### config.mk
export PLATFORM = sky130hd
export DESIGN_NAME = sine_cosine_series_top
export DESIGN_NICKNAME = d
export VERILOG_FILES = /design/src/rtl/core/scs_pkg.sv /design/src/rtl/core/scs_mul.sv /design/src/rtl/core/scs_div.sv /design/src/rtl/core/scs_datapath.sv /design/src/rtl/core/scs_ctrl.sv /design/src/rtl/core/sine_cosine_series_top.sv
export SDC_FILE = /design/constraint.sdc
export NUM_CORES = 2
export LEC_CHECK = 0
export ABC_AREA = 1
export BUFFER_PORTS_ARGS = -buffer_cell sky130_fd_sc_hd__buf_2
export CAP_MARGIN = 20
export CORE_MARGIN = 2
export CORE_UTILIZATION = 35
export DETAILED_ROUTE_END_ITERATION = 10
export HOLD_SLACK_MARGIN = 0.02
export PLACE_DENSITY = 0.47
export SLEW_MARGIN = 20
export SYNTH_ARGS = -nofsm -noshare
export SYNTH_HDL_FRONTEND = slang
export SYNTH_SLANG_ARGS = --single-unit
export TNS_END_PERCENT = 50
### constraint.sdc
create_clock -name aclk -period 28.9 [get_ports aclk]
set_input_delay 0 -clock aclk [delete_from_list [all_inputs] [get_ports aclk]]
set_output_delay 0 -clock aclk [all_outputs]
set_load 0.1 [all_outputs]
### src/rtl/core/scs_pkg.sv
package scs_pkg;

    localparam int MAX_TERMS  = 16;

    localparam int ANGLE_W    = 32;
    localparam int EPS_W      = 21;
    localparam int RESULT_W   = 32;
    localparam int FRAC_W     = 52;
    localparam int X_W        = 64;
    localparam int ANGLE_SHIFT = FRAC_W - 24;
    localparam int EPS_SHIFT  = FRAC_W - 30;
    localparam int OUT_SHIFT  = FRAC_W - 30;
    localparam int Y_MAG_W    = X_W - OUT_SHIFT;

    // Term and x^2 magnitudes stay below 2^56 once the angle is within [-pi, pi].
    localparam int MAG_W      = 56;
    localparam int LO_W       = 32;
    localparam int PP_W       = 2 * LO_W;
    localparam int PROD_W     = 2 * MAG_W;
    localparam int MRES_W     = PROD_W - FRAC_W;
    localparam int MUL_STEPS  = 4;
    localparam int MUL_CNT_W  = 3;

    localparam int I_W        = $clog2(MAX_TERMS + 1);
    localparam int K_W        = $clog2((2 * MAX_TERMS - 2) * (2 * MAX_TERMS - 1) + 1);

    localparam int DIV_N_W    = 64;
    localparam int DIV_BITS   = 8;
    localparam int DIV_CYC    = DIV_N_W / DIV_BITS;
    localparam int DIV_CNT_W  = $clog2(DIV_CYC);

    localparam logic [EPS_W-1:0] EPS_RESET = EPS_W'(107);

    localparam logic signed [X_W-1:0] PI_Q52      = 64'sh0032_43F6_A888_5A31;
    localparam logic signed [X_W-1:0] NEG_PI_Q52  = -64'sh0032_43F6_A888_5A31;
    localparam logic signed [X_W-1:0] TWO_PI_Q52  = 64'sh0064_87ED_5110_B461;
    localparam logic signed [X_W-1:0] HALF_PI_Q52 = 64'sh0019_21FB_5444_2D18;

    localparam logic [PROD_W-1:0] MUL_ROUND = PROD_W'(1) << (FRAC_W - 1);
    localparam logic [X_W-1:0]    OUT_ROUND = X_W'(1) << (OUT_SHIFT - 1);

    localparam logic [RESULT_W-2:0]        MAG_ONE    = (RESULT_W - 1)'(1) << 30;
    localparam logic signed [RESULT_W-1:0] RESULT_MAX = 32'sd1073741824;
    localparam logic signed [RESULT_W-1:0] RESULT_MIN = -32'sd1073741824;

    typedef struct packed {
        logic load;
        logic red_step;
        logic flip;
        logic mul_start;
        logic mul_sq;
        logic series_init;
        logic x2_load;
        logic div_start;
        logic term_update;
        logic out_load;
    } scs_cmd_t;

    typedef struct packed {
        logic x_in_range;
        logic req_cos;
        logic mul_done;
        logic div_done;
        logic term_small;
        logic last_term;
        logic out_free;
    } scs_status_t;

    // Series divisor 2i(2i+1) for term index i.
    function automatic logic [K_W-1:0] term_divisor(input logic [I_W-1:0] idx);
        logic [K_W-1:0] two_i;
        two_i = K_W'({idx, 1'b0});
        return K_W'(two_i * (two_i + K_W'(1)));
    endfunction

endpackage

### src/rtl/core/scs_mul.sv
module scs_mul import scs_pkg::*; (
    input  logic              aclk,
    input  logic              aresetn,
    input  logic              start,
    input  logic [MAG_W-1:0]  op_a,
    input  logic [MAG_W-1:0]  op_b,
    output logic              done,
    output logic [MRES_W-1:0] prod_q52
);

    logic                 busy_reg;
    logic                 done_reg;
    logic [MUL_CNT_W-1:0] cnt_reg;
    logic [MAG_W-1:0]     a_reg;
    logic [MAG_W-1:0]     b_reg;
    logic [PP_W-1:0]      pp_reg;
    logic [PP_W-1:0]      pp_next;
    logic [1:0]           sh_reg;
    logic [1:0]           sh_next;
    logic [PROD_W-1:0]    acc_reg;
    logic [PROD_W-1:0]    pp_shifted;
    logic [LO_W-1:0]      sel_a;
    logic [LO_W-1:0]      sel_b;
    logic                 cnt_last;

    assign cnt_last = (cnt_reg == MUL_CNT_W'(MUL_STEPS));

    // One 32x32 partial product per cycle: lo*lo, lo*hi, hi*lo, hi*hi.
    always_comb begin
        case (cnt_reg)
            3'd0: begin
                sel_a   = a_reg[LO_W-1:0];
                sel_b   = b_reg[LO_W-1:0];
                sh_next = 2'd0;
            end
            3'd1: begin
                sel_a   = a_reg[LO_W-1:0];
                sel_b   = LO_W'(b_reg[MAG_W-1:LO_W]);
                sh_next = 2'd1;
            end
            3'd2: begin
                sel_a   = LO_W'(a_reg[MAG_W-1:LO_W]);
                sel_b   = b_reg[LO_W-1:0];
                sh_next = 2'd1;
            end
            default: begin
                sel_a   = LO_W'(a_reg[MAG_W-1:LO_W]);
                sel_b   = LO_W'(b_reg[MAG_W-1:LO_W]);
                sh_next = 2'd2;
            end
        endcase
        pp_next = PP_W'(sel_a * sel_b);
    end

    always_comb begin
        case (sh_reg)
            2'd0:    pp_shifted = PROD_W'(pp_reg);
            2'd1:    pp_shifted = PROD_W'(pp_reg) << LO_W;
            default: pp_shifted = PROD_W'(pp_reg) << (2 * LO_W);
        endcase
    end

    always_ff @(posedge aclk) begin
        if (!aresetn) begin
            busy_reg <= 1'b0;
            done_reg <= 1'b0;
            cnt_reg  <= '0;
        end else begin
            done_reg <= 1'b0;
            if (start) begin
                busy_reg <= 1'b1;
                cnt_reg  <= '0;
            end else if (busy_reg) begin
                cnt_reg <= MUL_CNT_W'(cnt_reg + 1'b1);
                if (cnt_last) begin
                    busy_reg <= 1'b0;
                    done_reg <= 1'b1;
                end
            end
        end
    end

    // Accumulator starts at half an LSB of Q.52 so the top bits come out rounded.
    always_ff @(posedge aclk) begin
        if (start) begin
            a_reg   <= op_a;
            b_reg   <= op_b;
            acc_reg <= MUL_ROUND;
        end else if (busy_reg) begin
            if (!cnt_last) begin
                pp_reg <= pp_next;
                sh_reg <= sh_next;
            end
            if (cnt_reg != '0) begin
                acc_reg <= acc_reg + pp_shifted;
            end
        end
    end

    assign done     = done_reg;
    assign prod_q52 = acc_reg[PROD_W-1:FRAC_W];

endmodule

### src/rtl/core/scs_div.sv
module scs_div import scs_pkg::*; (
    input  logic               aclk,
    input  logic               aresetn,
    input  logic               start,
    input  logic [DIV_N_W-1:0] numer,
    input  logic [K_W-1:0]     denom,
    output logic               done,
    output logic [DIV_N_W-1:0] quot
);

    logic                 busy_reg;
    logic                 done_reg;
    logic [DIV_CNT_W-1:0] cnt_reg;
    logic [DIV_N_W-1:0]   num_reg;
    logic [DIV_N_W-1:0]   num_next;
    logic [K_W-1:0]       rem_reg;
    logic [K_W-1:0]       rem_next;
    logic [K_W-1:0]       k_reg;
    logic                 cnt_last;

    assign cnt_last = (cnt_reg == DIV_CNT_W'(DIV_CYC - 1));

    // Restoring division, several quotient bits per cycle; the remainder
    // stays below the small divisor so each step is a narrow compare.
    always_comb begin
        logic [K_W:0] trial;
        num_next = num_reg;
        rem_next = rem_reg;
        trial    = '0;
        for (int s = 0; s < DIV_BITS; s++) begin
            trial    = {rem_next, num_next[DIV_N_W-1]};
            num_next = {num_next[DIV_N_W-2:0], 1'b0};
            if (trial >= {1'b0, k_reg}) begin
                rem_next    = K_W'(trial - {1'b0, k_reg});
                num_next[0] = 1'b1;
            end else begin
                rem_next = K_W'(trial);
            end
        end
    end

    always_ff @(posedge aclk) begin
        if (!aresetn) begin
            busy_reg <= 1'b0;
            done_reg <= 1'b0;
            cnt_reg  <= '0;
        end else begin
            done_reg <= 1'b0;
            if (start) begin
                busy_reg <= 1'b1;
                cnt_reg  <= '0;
            end else if (busy_reg) begin
                cnt_reg <= DIV_CNT_W'(cnt_reg + 1'b1);
                if (cnt_last) begin
                    busy_reg <= 1'b0;
                    done_reg <= 1'b1;
                end
            end
        end
    end

    always_ff @(posedge aclk) begin
        if (start) begin
            num_reg <= numer;
            rem_reg <= '0;
            k_reg   <= denom;
        end else if (busy_reg) begin
            num_reg <= num_next;
            rem_reg <= rem_next;
        end
    end

    assign done = done_reg;
    assign quot = num_reg;

endmodule

### src/rtl/core/scs_datapath.sv
module scs_datapath import scs_pkg::*; (
    input  logic                       aclk,
    input  logic                       aresetn,
    input  logic                       cfg_valid,
    input  logic [EPS_W-1:0]           cfg_wdata,
    input  logic                       s_req_type,
    input  logic signed [ANGLE_W-1:0]  s_angle,
    input  scs_cmd_t                   cmd,
    output scs_status_t                status,
    input  logic                       m_ready,
    output logic                       m_valid,
    output logic signed [RESULT_W-1:0] m_result
);

    logic [EPS_W-1:0]           eps_reg;
    logic                       req_reg;
    logic signed [X_W-1:0]      x_reg;
    logic signed [X_W-1:0]      x_next;
    logic [MAG_W-1:0]           tmag_reg;
    logic                       tneg_reg;
    logic signed [X_W-1:0]      y_reg;
    logic signed [X_W-1:0]      y_next;
    logic [MAG_W-1:0]           x2_reg;
    logic [I_W-1:0]             i_reg;
    logic                       m_valid_reg;
    logic signed [RESULT_W-1:0] result_reg;
    logic signed [RESULT_W-1:0] result_next;

    logic                       x_gt_pi;
    logic                       x_lt_npi;
    logic [X_W-1:0]             x_abs;
    logic [MAG_W-1:0]           x_mag;
    logic [MAG_W-1:0]           lim;
    logic [MAG_W-1:0]           mul_a;
    logic [MAG_W-1:0]           mul_b;
    logic                       mul_done;
    logic [MRES_W-1:0]          mul_res;
    logic [K_W-1:0]             k_val;
    logic [DIV_N_W-1:0]         div_num;
    logic                       div_done;
    logic [DIV_N_W-1:0]         div_q;
    logic [MAG_W-1:0]           tmag_new;
    logic [X_W-1:0]             term_ext;
    logic [X_W-1:0]             y_abs;
    logic [X_W-1:0]             y_rnd;
    logic [Y_MAG_W-1:0]         y_mag;
    logic [RESULT_W-2:0]        res_mag;
    logic                       out_free;

    assign x_gt_pi  = (x_reg > PI_Q52);
    assign x_lt_npi = (x_reg < NEG_PI_Q52);
    assign x_abs    = x_reg[X_W-1] ? X_W'(-x_reg) : X_W'(x_reg);
    assign x_mag    = x_abs[MAG_W-1:0];
    assign lim      = {{(MAG_W - EPS_W - EPS_SHIFT){1'b0}}, eps_reg, {EPS_SHIFT{1'b0}}};

    always_comb begin
        x_next = x_reg;
        if (cmd.load) begin
            x_next = {{(X_W - ANGLE_W - ANGLE_SHIFT){s_angle[ANGLE_W-1]}},
                      s_angle, {ANGLE_SHIFT{1'b0}}};
        end else if (cmd.red_step) begin
            x_next = x_gt_pi ? x_reg - TWO_PI_Q52 : x_reg + TWO_PI_Q52;
        end else if (cmd.flip) begin
            x_next = HALF_PI_Q52 - x_reg;
        end
    end

    assign mul_a = cmd.mul_sq ? x_mag : tmag_reg;
    assign mul_b = cmd.mul_sq ? x_mag : x2_reg;

    scs_mul u_mul (
        .aclk     (aclk),
        .aresetn  (aresetn),
        .start    (cmd.mul_start),
        .op_a     (mul_a),
        .op_b     (mul_b),
        .done     (mul_done),
        .prod_q52 (mul_res)
    );

    // Divisor is even, so half of it is exact.
    assign k_val   = term_divisor(i_reg);
    assign div_num = DIV_N_W'(mul_res) + DIV_N_W'(k_val >> 1);

    scs_div u_div (
        .aclk    (aclk),
        .aresetn (aresetn),
        .start   (cmd.div_start),
        .numer   (div_num),
        .denom   (k_val),
        .done    (div_done),
        .quot    (div_q)
    );

    // New term flips sign relative to the previous one.
    assign tmag_new = div_q[MAG_W-1:0];
    assign term_ext = {{(X_W - MAG_W){1'b0}}, tmag_new};
    assign y_next   = tneg_reg ? y_reg + signed'(term_ext) : y_reg - signed'(term_ext);

    // Round half away from zero to Q2.30, clamp to one.
    always_comb begin
        y_abs   = y_reg[X_W-1] ? X_W'(-y_reg) : X_W'(y_reg);
        y_rnd   = y_abs + OUT_ROUND;
        y_mag   = y_rnd[X_W-1:OUT_SHIFT];
        res_mag = (y_mag > Y_MAG_W'(MAG_ONE)) ? MAG_ONE : y_mag[RESULT_W-2:0];
        result_next = y_reg[X_W-1] ? -signed'({1'b0, res_mag}) : signed'({1'b0, res_mag});
    end

    assign out_free = !m_valid_reg || m_ready;

    always_ff @(posedge aclk) begin
        if (!aresetn) begin
            eps_reg     <= EPS_RESET;
            m_valid_reg <= 1'b0;
        end else begin
            if (cfg_valid) begin
                eps_reg <= cfg_wdata;
            end
            if (cmd.out_load) begin
                m_valid_reg <= 1'b1;
            end else if (m_ready) begin
                m_valid_reg <= 1'b0;
            end
        end
    end

    always_ff @(posedge aclk) begin
        x_reg <= x_next;
        if (cmd.load) begin
            req_reg <= s_req_type;
        end
        if (cmd.series_init) begin
            tmag_reg <= x_mag;
            tneg_reg <= x_reg[X_W-1];
            y_reg    <= x_reg;
            i_reg    <= I_W'(1);
        end else if (cmd.term_update) begin
            tmag_reg <= tmag_new;
            tneg_reg <= ~tneg_reg;
            y_reg    <= y_next;
            i_reg    <= I_W'(i_reg + 1'b1);
        end
        if (cmd.x2_load) begin
            x2_reg <= mul_res[MAG_W-1:0];
        end
        if (cmd.out_load) begin
            result_reg <= result_next;
        end
    end

    always_comb begin
        status.x_in_range = !x_gt_pi && !x_lt_npi;
        status.req_cos    = req_reg;
        status.mul_done   = mul_done;
        status.div_done   = div_done;
        status.term_small = (tmag_reg <= lim);
        status.last_term  = (i_reg == I_W'(MAX_TERMS));
        status.out_free   = out_free;
    end

    assign m_valid  = m_valid_reg;
    assign m_result = result_reg;

endmodule

### src/rtl/core/scs_ctrl.sv
module scs_ctrl import scs_pkg::*; (
    input  logic        aclk,
    input  logic        aresetn,
    input  logic        s_valid,
    output logic        s_ready,
    input  scs_status_t status,
    output scs_cmd_t    cmd
);

    localparam logic [3:0] ST_IDLE = 4'd0;
    localparam logic [3:0] ST_RED1 = 4'd1;
    localparam logic [3:0] ST_FLIP = 4'd2;
    localparam logic [3:0] ST_RED2 = 4'd3;
    localparam logic [3:0] ST_SQ   = 4'd4;
    localparam logic [3:0] ST_SQW  = 4'd5;
    localparam logic [3:0] ST_CHK  = 4'd6;
    localparam logic [3:0] ST_MULW = 4'd7;
    localparam logic [3:0] ST_DIVW = 4'd8;
    localparam logic [3:0] ST_OUT  = 4'd9;

    logic [3:0] state_reg;
    logic [3:0] state_next;

    assign s_ready = (state_reg == ST_IDLE);

    always_comb begin
        cmd        = '0;
        state_next = state_reg;
        case (state_reg)
            ST_IDLE: begin
                if (s_valid) begin
                    cmd.load   = 1'b1;
                    state_next = ST_RED1;
                end
            end
            ST_RED1: begin
                if (!status.x_in_range) begin
                    cmd.red_step = 1'b1;
                end else if (status.req_cos) begin
                    state_next = ST_FLIP;
                end else begin
                    state_next = ST_SQ;
                end
            end
            ST_FLIP: begin
                cmd.flip   = 1'b1;
                state_next = ST_RED2;
            end
            ST_RED2: begin
                if (!status.x_in_range) begin
                    cmd.red_step = 1'b1;
                end else begin
                    state_next = ST_SQ;
                end
            end
            ST_SQ: begin
                cmd.mul_start   = 1'b1;
                cmd.mul_sq      = 1'b1;
                cmd.series_init = 1'b1;
                state_next      = ST_SQW;
            end
            ST_SQW: begin
                if (status.mul_done) begin
                    cmd.x2_load = 1'b1;
                    state_next  = ST_CHK;
                end
            end
            ST_CHK: begin
                // Stop on a small term or once the term cap is reached.
                if (status.last_term || status.term_small) begin
                    state_next = ST_OUT;
                end else begin
                    cmd.mul_start = 1'b1;
                    state_next    = ST_MULW;
                end
            end
            ST_MULW: begin
                if (status.mul_done) begin
                    cmd.div_start = 1'b1;
                    state_next    = ST_DIVW;
                end
            end
            ST_DIVW: begin
                if (status.div_done) begin
                    cmd.term_update = 1'b1;
                    state_next      = ST_CHK;
                end
            end
            ST_OUT: begin
                // Hold until the output register can take the result.
                if (status.out_free) begin
                    cmd.out_load = 1'b1;
                    state_next   = ST_IDLE;
                end
            end
            default: begin
                state_next = ST_IDLE;
            end
        endcase
    end

    always_ff @(posedge aclk) begin
        if (!aresetn) begin
            state_reg <= ST_IDLE;
        end else begin
            state_reg <= state_next;
        end
    end

endmodule

### src/rtl/core/sine_cosine_series_top.sv
// Flow: after the input transfer the angle goes through repeated 2*pi reduction steps into
//   [-pi, pi], then the series runs at most MAX_TERMS-1 terms after the first; cosine adds
//   a flip to pi/2 - x and a second reduction before the series.
// Throughput: one item in flight; each term uses the shared 32x32 multiplier and the
//   8-bit-per-cycle term divider.
// Reset: synchronous active-low aresetn idles the controller, empties the output register
//   and sets the threshold to 107.
module sine_cosine_series_top import scs_pkg::*; (
    input  logic                       aclk,
    input  logic                       aresetn,
    input  logic                       cfg_valid,
    output logic                       cfg_ready,
    input  logic [EPS_W-1:0]           cfg_wdata,
    input  logic                       s_valid,
    output logic                       s_ready,
    input  logic                       s_req_type,
    input  logic signed [ANGLE_W-1:0]  s_angle,
    output logic                       m_valid,
    input  logic                       m_ready,
    output logic signed [RESULT_W-1:0] m_result
);

    scs_cmd_t    cmd;
    scs_status_t status;

    assign cfg_ready = 1'b1;

    scs_ctrl u_ctrl (
        .aclk    (aclk),
        .aresetn (aresetn),
        .s_valid (s_valid),
        .s_ready (s_ready),
        .status  (status),
        .cmd     (cmd)
    );

    scs_datapath u_datapath (
        .aclk       (aclk),
        .aresetn    (aresetn),
        .cfg_valid  (cfg_valid),
        .cfg_wdata  (cfg_wdata),
        .s_req_type (s_req_type),
        .s_angle    (s_angle),
        .cmd        (cmd),
        .status     (status),
        .m_ready    (m_ready),
        .m_valid    (m_valid),
        .m_result   (m_result)
    );

endmodule

== Word-level counts from Yosys, hierarchy flattened ==
Cells that the tools add are included.

* $add $sub $neg: 23
* Multiply operators: 2
* Order comparisons: 12
* Eq/ne operators: 22
* Multiplexer cells: 74
* Bitwise operators: 6
* Reduce and logical (&&, ||, !) cells: 26

{| class="wikitable"
|+ Operators with widths
! operator !! number
|-
| 64-bit two-way mux || 10
|-
| 56-bit two-way mux || 5
|-
| 112-bit case mux with 2 select lines || 1
|-
| 112-bit adder || 1
|-
| 11-bit by 10-bit greater-or-equal comparator with 1-bit output || 8
|-
| 10-bit two-way mux || 8
|-
| 10-bit subtractor || 8
|-
| 64-bit by 22-bit adder with 64-bit output, second input constant || 1
|-
| 64-bit by 56-bit adder with 64-bit output, second input constant || 1
|-
| 64-bit by 57-bit adder with 64-bit output || 1
|-
| 64-bit by 55-bit > comparator with 1-bit output, second input constant || 1
|-
| 64-bit by 55-bit < comparator with 1-bit output, second input constant || 1
|-
| 32-bit by 32-bit multiplier with 64-bit output || 1
|-
| 32-bit two-way mux || 2
|-
| 64-bit negator || 1
|-
| 54-bit by 64-bit subtractor with 64-bit output, first input constant || 1
|-
| 64-bit by 56-bit subtractor with 64-bit output, second input constant || 1
|-
| 64-bit by 57-bit subtractor with 64-bit output || 1
|-
| 31-bit two-way mux || 2
|-
| 60-bit by 9-bit adder with 61-bit output || 1
|-
| 56-bit by 43-bit <= comparator with 1-bit output || 1
|-
| 56-bit negator || 1
|-
| 42-bit by 31-bit > comparator with 1-bit output, second input constant || 1
|-
| 4-bit case mux with 10 select lines || 1
|-
| other kinds (36) || 105
|}

* Bits in registers: 688
* Bits of input ports: 59
* Output and inout port bits: 35
* Logic and storage cells: 192

== Depth between registers and ports, before layout ==
* Depth after elaboration: 18
* Gate-level depth with buffers: 114
* Gate-level depth less buffers: 108

== Hierarchy ==
From an unflattened synthesis, not the netlist that was laid out.

* Cell total of the unflattened synthesis: 14,407
* Area, all modules: 99,026.2 um^2

{| class="wikitable"
|+ Modules (own cells, without submodules)
! module !! times used !! cells an instance !! area an instance (um^2) !! sequential area each (um^2)
|-
| scs_mul || 1 || 7,967 || 57,159.8 || 7,687.4
|-
| scs_datapath || 1 || 5,186 || 32,965.4 || 8,488.1
|-
| scs_div || 1 || 1,176 || 8,475.6 || 2,522.4
|-
| scs_ctrl || 1 || 76 || 414.1 || 80.1
|-
| sine_cosine_series_top || 1 || 2 || 11.3 || 0.0
|}

== Worst setup path after synthesis ==
No wires, ideal clock.

* Path kind: reg-to-reg
* From: reg u_datapath.u_div.k_reg[2]
* To: reg u_datapath.u_div.num_reg[0], in the netlist u_datapath.u_div.quot[0] (data pin)
* Setup time: 271 ps
* Data arrival time: 15,418 ps
* Data required time: 28,629 ps
* Setup slack: 13,211 ps
* Stages on the path, launching flop included: 105
* Buffers on the path: 9
* Clock period less this slack: 15,689 ps
* Path through: edfxtp_1 -> inv_1 -> fa_1 -> nand3_1 -> nand2_1 -> a21oi_2 -> nor2_1 -> nand2_1 -> nand2_1 -> buf_2 -> o21ai_0 -> ha_1 -> a21oi_1 -> o21ai_1 -> a21o_1 -> a21oi_2 -> nor2_1 -> o21ai_2 -> [69 not listed] -> clkbuf_1 -> nand3_1 -> nand2_1 -> inv_1 -> fa_1 -> nand3_1 -> nand2_1 -> a21oi_1 -> nor2_1 -> nor2_1 -> nor2_1 -> nor2_1 -> nor2_1 -> nor2_1 -> o31ai_1 -> a21oi_1 -> clkbuf_1 -> a31oi_1

* Longest elaborated chain between the ends: 18
* Elaborated cells between the ends (all ways): 25
* Those cells by class: 7 x add/sub; 8 x order compare; 10 x mux

{| class="wikitable"
|+ Ends and longest elaborated chain
! what !! line !! RTL
|-
| start, declared || scs_div.sv:18 || <nowiki>logic [K_W-1:0] k_reg;</nowiki>
|-
| start signal, assigned || scs_div.sv:66 || <nowiki>k_reg <= denom;</nowiki>
|-
| 10-bit subtractor or 11-bit by 10-bit greater-or-equal comparator with 1-bit output (tied branches) || scs_div.sv:34, scs_div.sv:33 ||
|-
| 10-bit two-way mux || scs_div.sv:33 || <nowiki>if (trial >= {1'b0, k_reg}) begin</nowiki>
|-
| 10-bit subtractor or 11-bit by 10-bit greater-or-equal comparator with 1-bit output (tied branches) || scs_div.sv:34, scs_div.sv:33 ||
|-
| 10-bit two-way mux || scs_div.sv:33 ||
|-
| 10-bit subtractor or 11-bit by 10-bit greater-or-equal comparator with 1-bit output (tied branches) || scs_div.sv:34, scs_div.sv:33 ||
|-
| 10-bit two-way mux || scs_div.sv:33 ||
|-
| 10-bit subtractor or 11-bit by 10-bit greater-or-equal comparator with 1-bit output (tied branches) || scs_div.sv:34, scs_div.sv:33 ||
|-
| 10-bit two-way mux || scs_div.sv:33 ||
|-
| [2 not listed] || -- ||
|-
| 10-bit subtractor or 11-bit by 10-bit greater-or-equal comparator with 1-bit output (tied branches) || scs_div.sv:34, scs_div.sv:33 ||
|-
| 10-bit two-way mux || scs_div.sv:33 ||
|-
| 10-bit subtractor or 11-bit by 10-bit greater-or-equal comparator with 1-bit output (tied branches) || scs_div.sv:34, scs_div.sv:33 ||
|-
| 10-bit two-way mux || scs_div.sv:33 ||
|-
| 11-bit by 10-bit greater-or-equal comparator with 1-bit output (*) || scs_div.sv:33 ||
|-
| 1-bit two-way mux (*) || scs_div.sv:33 ||
|-
| 64-bit two-way mux (*) || scs_div.sv:67 || <nowiki>end else if (busy_reg) begin</nowiki>
|-
| 64-bit two-way mux (*) || scs_div.sv:63 || <nowiki>if (start) begin</nowiki>
|-
| end signal, assigned || scs_div.sv:64 || <nowiki>num_reg <= numer;</nowiki>
|-
| end signal, assigned || scs_div.sv:68 || <nowiki>num_reg <= num_next;</nowiki>
|-
| end, declared || scs_div.sv:14 || <nowiki>logic [DIV_N_W-1:0] num_reg;</nowiki>
|}

Mark *: on every way between the ends. The rest lies on a longest branch, timed or not. The select of a mux whose other input is x is not followed.
A chain may end at the register's enable or synchronous reset.

== Worst setup path after layout ==
* From: reg u_datapath.u_div.k_reg[1]
* To: reg u_datapath.u_div.rem_reg[8]

* Longest elaborated chain between the ends: 16
* Elaborated cells between the ends (all ways): 24
* Those cells by class: 8 x add/sub; 8 x order compare; 8 x mux

{| class="wikitable"
|+ Ends and longest elaborated chain
! what !! line !! RTL
|-
| 10-bit subtractor or 11-bit by 10-bit greater-or-equal comparator with 1-bit output (tied branches) || scs_div.sv:34, scs_div.sv:33 ||
|-
| 10-bit two-way mux || scs_div.sv:33 ||
|-
| 10-bit subtractor or 11-bit by 10-bit greater-or-equal comparator with 1-bit output (tied branches) || scs_div.sv:34, scs_div.sv:33 ||
|-
| 10-bit two-way mux || scs_div.sv:33 ||
|-
| 10-bit subtractor or 11-bit by 10-bit greater-or-equal comparator with 1-bit output (tied branches) || scs_div.sv:34, scs_div.sv:33 ||
|-
| 10-bit two-way mux || scs_div.sv:33 ||
|-
| 10-bit subtractor or 11-bit by 10-bit greater-or-equal comparator with 1-bit output (tied branches) || scs_div.sv:34, scs_div.sv:33 ||
|-
| 10-bit two-way mux || scs_div.sv:33 ||
|-
| 10-bit subtractor or 11-bit by 10-bit greater-or-equal comparator with 1-bit output (tied branches) || scs_div.sv:34, scs_div.sv:33 ||
|-
| 10-bit two-way mux || scs_div.sv:33 ||
|-
| 10-bit subtractor or 11-bit by 10-bit greater-or-equal comparator with 1-bit output (tied branches) || scs_div.sv:34, scs_div.sv:33 ||
|-
| 10-bit two-way mux || scs_div.sv:33 ||
|-
| 10-bit subtractor or 11-bit by 10-bit greater-or-equal comparator with 1-bit output (tied branches) || scs_div.sv:34, scs_div.sv:33 ||
|-
| 10-bit two-way mux || scs_div.sv:33 ||
|-
| 10-bit subtractor or 11-bit by 10-bit greater-or-equal comparator with 1-bit output (tied branches) || scs_div.sv:34, scs_div.sv:33 ||
|-
| 10-bit two-way mux (*) || scs_div.sv:33 ||
|-
| end signal, assigned || scs_div.sv:69 || <nowiki>rem_reg <= rem_next;</nowiki>
|-
| end, declared || scs_div.sv:16 || <nowiki>logic [K_W-1:0] rem_reg;</nowiki>
|}

Mark *: on every way between the ends. The rest lies on a longest branch, timed or not.

==> summary.md <==
| Metric | Value |
|---|---|
| Status | `finished clean` |
| Global route overflow | `0` |
| Critical path required time | `29550 ps` |
| Final Instance Count excl. Fillers | `15800` |
| DPL Wire Length | `318000 um` |
| Hold-critical path depth | `7` |
| Reg2Reg Launch Point | `u_datapath.u_div.k_reg[1]` |
| Die Y | `512 um` |
| Starting Density | `35.2%` |
| Worst Hold End | `u_ctrl.state_reg[0]` |
| Largest net degree at the start of global routing | `90` |
| Num rows | `186` |
| Total GRT Usage | `29.6%` |
| Worst slew pin tran | `1250 ps` |
| Crit Path Class | `flop to flop` |
| CP Launch Type | `flop` |
| Vias per cell | `5.36` |
| Met3 Resource Use GR | `4.60%` |
| DIE WIDTH | `512 um` |
| Max Slew Vio Count | `0` |
| Min cycle time layout | `20970 ps` |
| Final period util | `72.6%` |
| Worst Path Max Fanout | `22` |
| Initial antenna violation count | `22` |
| Seq cells post-synth | `688` |
| Area grow syn2layout | `9.48%` |
| CTS tree | `built` |
| Reg clk slew, reported paths | `60 ps` |
| Setup Buffers After CTS | `0` |
| Synth warn | `0` |
| CTS max path bufs | `3` |
| Wire length per cell | `25.0 um` |
| RSZ-0062 raised after global routing | `no` |
| Max Clk Rate | `47.7 MHz` |
| H-tree Lvls | `3` |
| Hold Startpoint | `s_valid` |
| Worst Hold Class | `primary input to flop` |
| Worst Setup End Kind | `flop` |
| Max capacitance violation total | `0` |
| Routing usage on met1 | `43.0%` |
| Cts bufs inserted | `88` |
| Worst r2r path cells | `103` |
| WP data arrival | `21620 ps` |
| Register area share after synthesis | `20.8%` |
| Fraction of registers with async set/reset | `0%` |
| Crit-path most repeated cell | `nand2_1` |
| Normalized max-slew margin | `16.4%` |
| Initial detailed-routing violation count | `8360` |
| Number of synthesized flops with an enable pin | `497` |
| Cell Area, Synth | `0.0903 sq mm` |
| Drt first pass iters | `8` |
| Die ar. | `0.262 sq mm` |
| Top_reg_cell synth | `edfxtp_1` |
| Syn nets | `13800` |
| Most instantiated cells after synthesis | `2741 x nand2_1, 2291 x inv_1, 1206 x nor2_1, 914 x fa_1, 777 x a21oi_1` |
| Final hold violations | `0` |
| Crit path max-delay cell type | `a21oi_1` |
| # placed instances | `15500` |
| Most frequent cell after synthesis | `nand2_1` |
| Post-synth top area cell | `fa_1` |
| Worst R2R End | `u_datapath.u_div.rem_reg[8]` |
| CTS Sinks | `688` |
| GRT Max-Usage Layer | `met2` |
| Routed Wire Length | `393000 um` |
| Number of top-level pins | `94` |
| Synth unique cells | `76` |
| # setup viols final | `0` |
| Via Count | `84400` |
| Clock Root Buffer | `clkbuf_16` |
| R2R setup slack | `7930 ps` |
| Clock skew | `59.9 ps` |
| Post-route setup TNS | `0 ps` |
| Syn Inst Count | `12200` |
| Worst-Skew Late Latency | `740 ps` |
| Largest register FFs | `112` |
| # DRC | `0` |
| Final nets | `13900` |
| First-pass GRT wire length | `575000 um` |
| Layout cells sized above 1 | `5.01%` |
| Area share of the largest cell type after synthesis | `20.3%` |
| I/O Buffers | `92` |
| Detail Route Antenna Nets | `0` |
| Vias in the first global route | `83800` |
| Hold Slack | `86.8 ps` |
| Worst path max stage delay | `840 ps` |
| Grt met2 use | `45.0%` |
| Core Area | `0.257 sq mm` |
| Gpl congestion | `0.979` |
| Top cells by area, synth | `fa_1 20%, edfxtp_1 17%, nand2_1 11%` |
| Mapped Avg Cell Area | `7.38 sq um` |
## area by class of cell
cell class / instances / area (sq um)
diodes: 8 / 20.0
clock buffers: 113 / 2370
clock inverters: 50 / 589
fillers: 27200 / 158000
inverters: 2352 / 8830
multi-input cells: 8815 / 61500
flip-flops and latches: 688 / 18700
well taps: 3384 / 4230
repair buffers: 345 / 2570
## what timing repair did
item	in CTS	in global routing
hold endpoints to repair	71	0
gates resized for setup	0	0
hold buffers	85	0
endpoints found under the setup margin	0	0
## metrics by stage
stage / setup slack, ps / instance area, sq um / utilization, %
after floorplan: 13210 / 90300 / -
after global placement: 6720 / 95000 / 37.0
after detailed placement: 7100 / 95000 / 37.0
after CTS: 6980 / 98800 / 38.5
after global routing: 5310 / 98800 / 38.5
final: 7930 / 98800 / 38.5
## layer usage
layer / part of all wire [%] / up-vias
met1: 46 / 41700
met5: 0.019 / -
met4: 3.2 / 12
met3: 7.3 / 506
met2: 43 / 3153
li1: - / 39000
## cells in the final DEF (no fill, tap or decap), types with 91 or more instances in the layout
| cell type | instances |
|---|---|
| clkbuf_16 | 91 |
| a31oi_1 | 159 |
| nand3_1 | 378 |
| o22ai_1 | 94 |
| buf_4 | 168 |
| edfxtp_1 | 497 |
| dfxtp_1 | 191 |
| inv_1 | 2289 |
| nor2_1 | 1200 |
| ha_1 | 628 |
| buf_2 | 92 |
| fa_1 | 914 |
| nand4_1 | 91 |
| o21ai_0 | 648 |
| nor3_1 | 120 |
| a21oi_1 | 776 |
| xnor2_1 | 139 |
| nand2_1 | 2734 |
| xor2_1 | 315 |
## how the worst max path moves through the flow
stage | startpoint | end | depth (start not counted)
after CTS | u_datapath.u_div.k_reg[1] | u_datapath.u_div.rem_reg[8] | 103
final | u_datapath.u_div.k_reg[1] | u_datapath.u_div.rem_reg[8] | 103
after global routing | u_datapath.u_div.k_reg[1] | u_datapath.u_div.rem_reg[8] | 106
after floorplan | u_datapath.u_div.k_reg[2] | u_datapath.u_div.quot[0] | 104
after global placement | u_datapath.u_div.k_reg[1] | u_datapath.u_div.rem_reg[2] | 105
after detailed placement | u_datapath.u_div.k_reg[1] | u_datapath.u_div.rem_reg[8] | 103
## cells by family after synthesis
group	synth area share (%)
compound gates	12.8
buf+inv	11.4
flops	20.8
xor+xnor	4.46
fa+ha+maj	29.0
simple gates	21.5
other cells	0.00415
## worst max-delay path, delay by kind of cell (launching register included)
family                   cells  cell delay (ps)
AND/OR/NAND/NOR             46             6610
flip-flops                   1              660
buffers and inverters        8             1080
AO/OA/AOI/OAI               40             9070
adder cells (fa/ha/maj)      9             3460
Power is left out: the tool's default activity adds up to more than one toggle a clock period on the data nets, which glitch-free logic cannot reach.
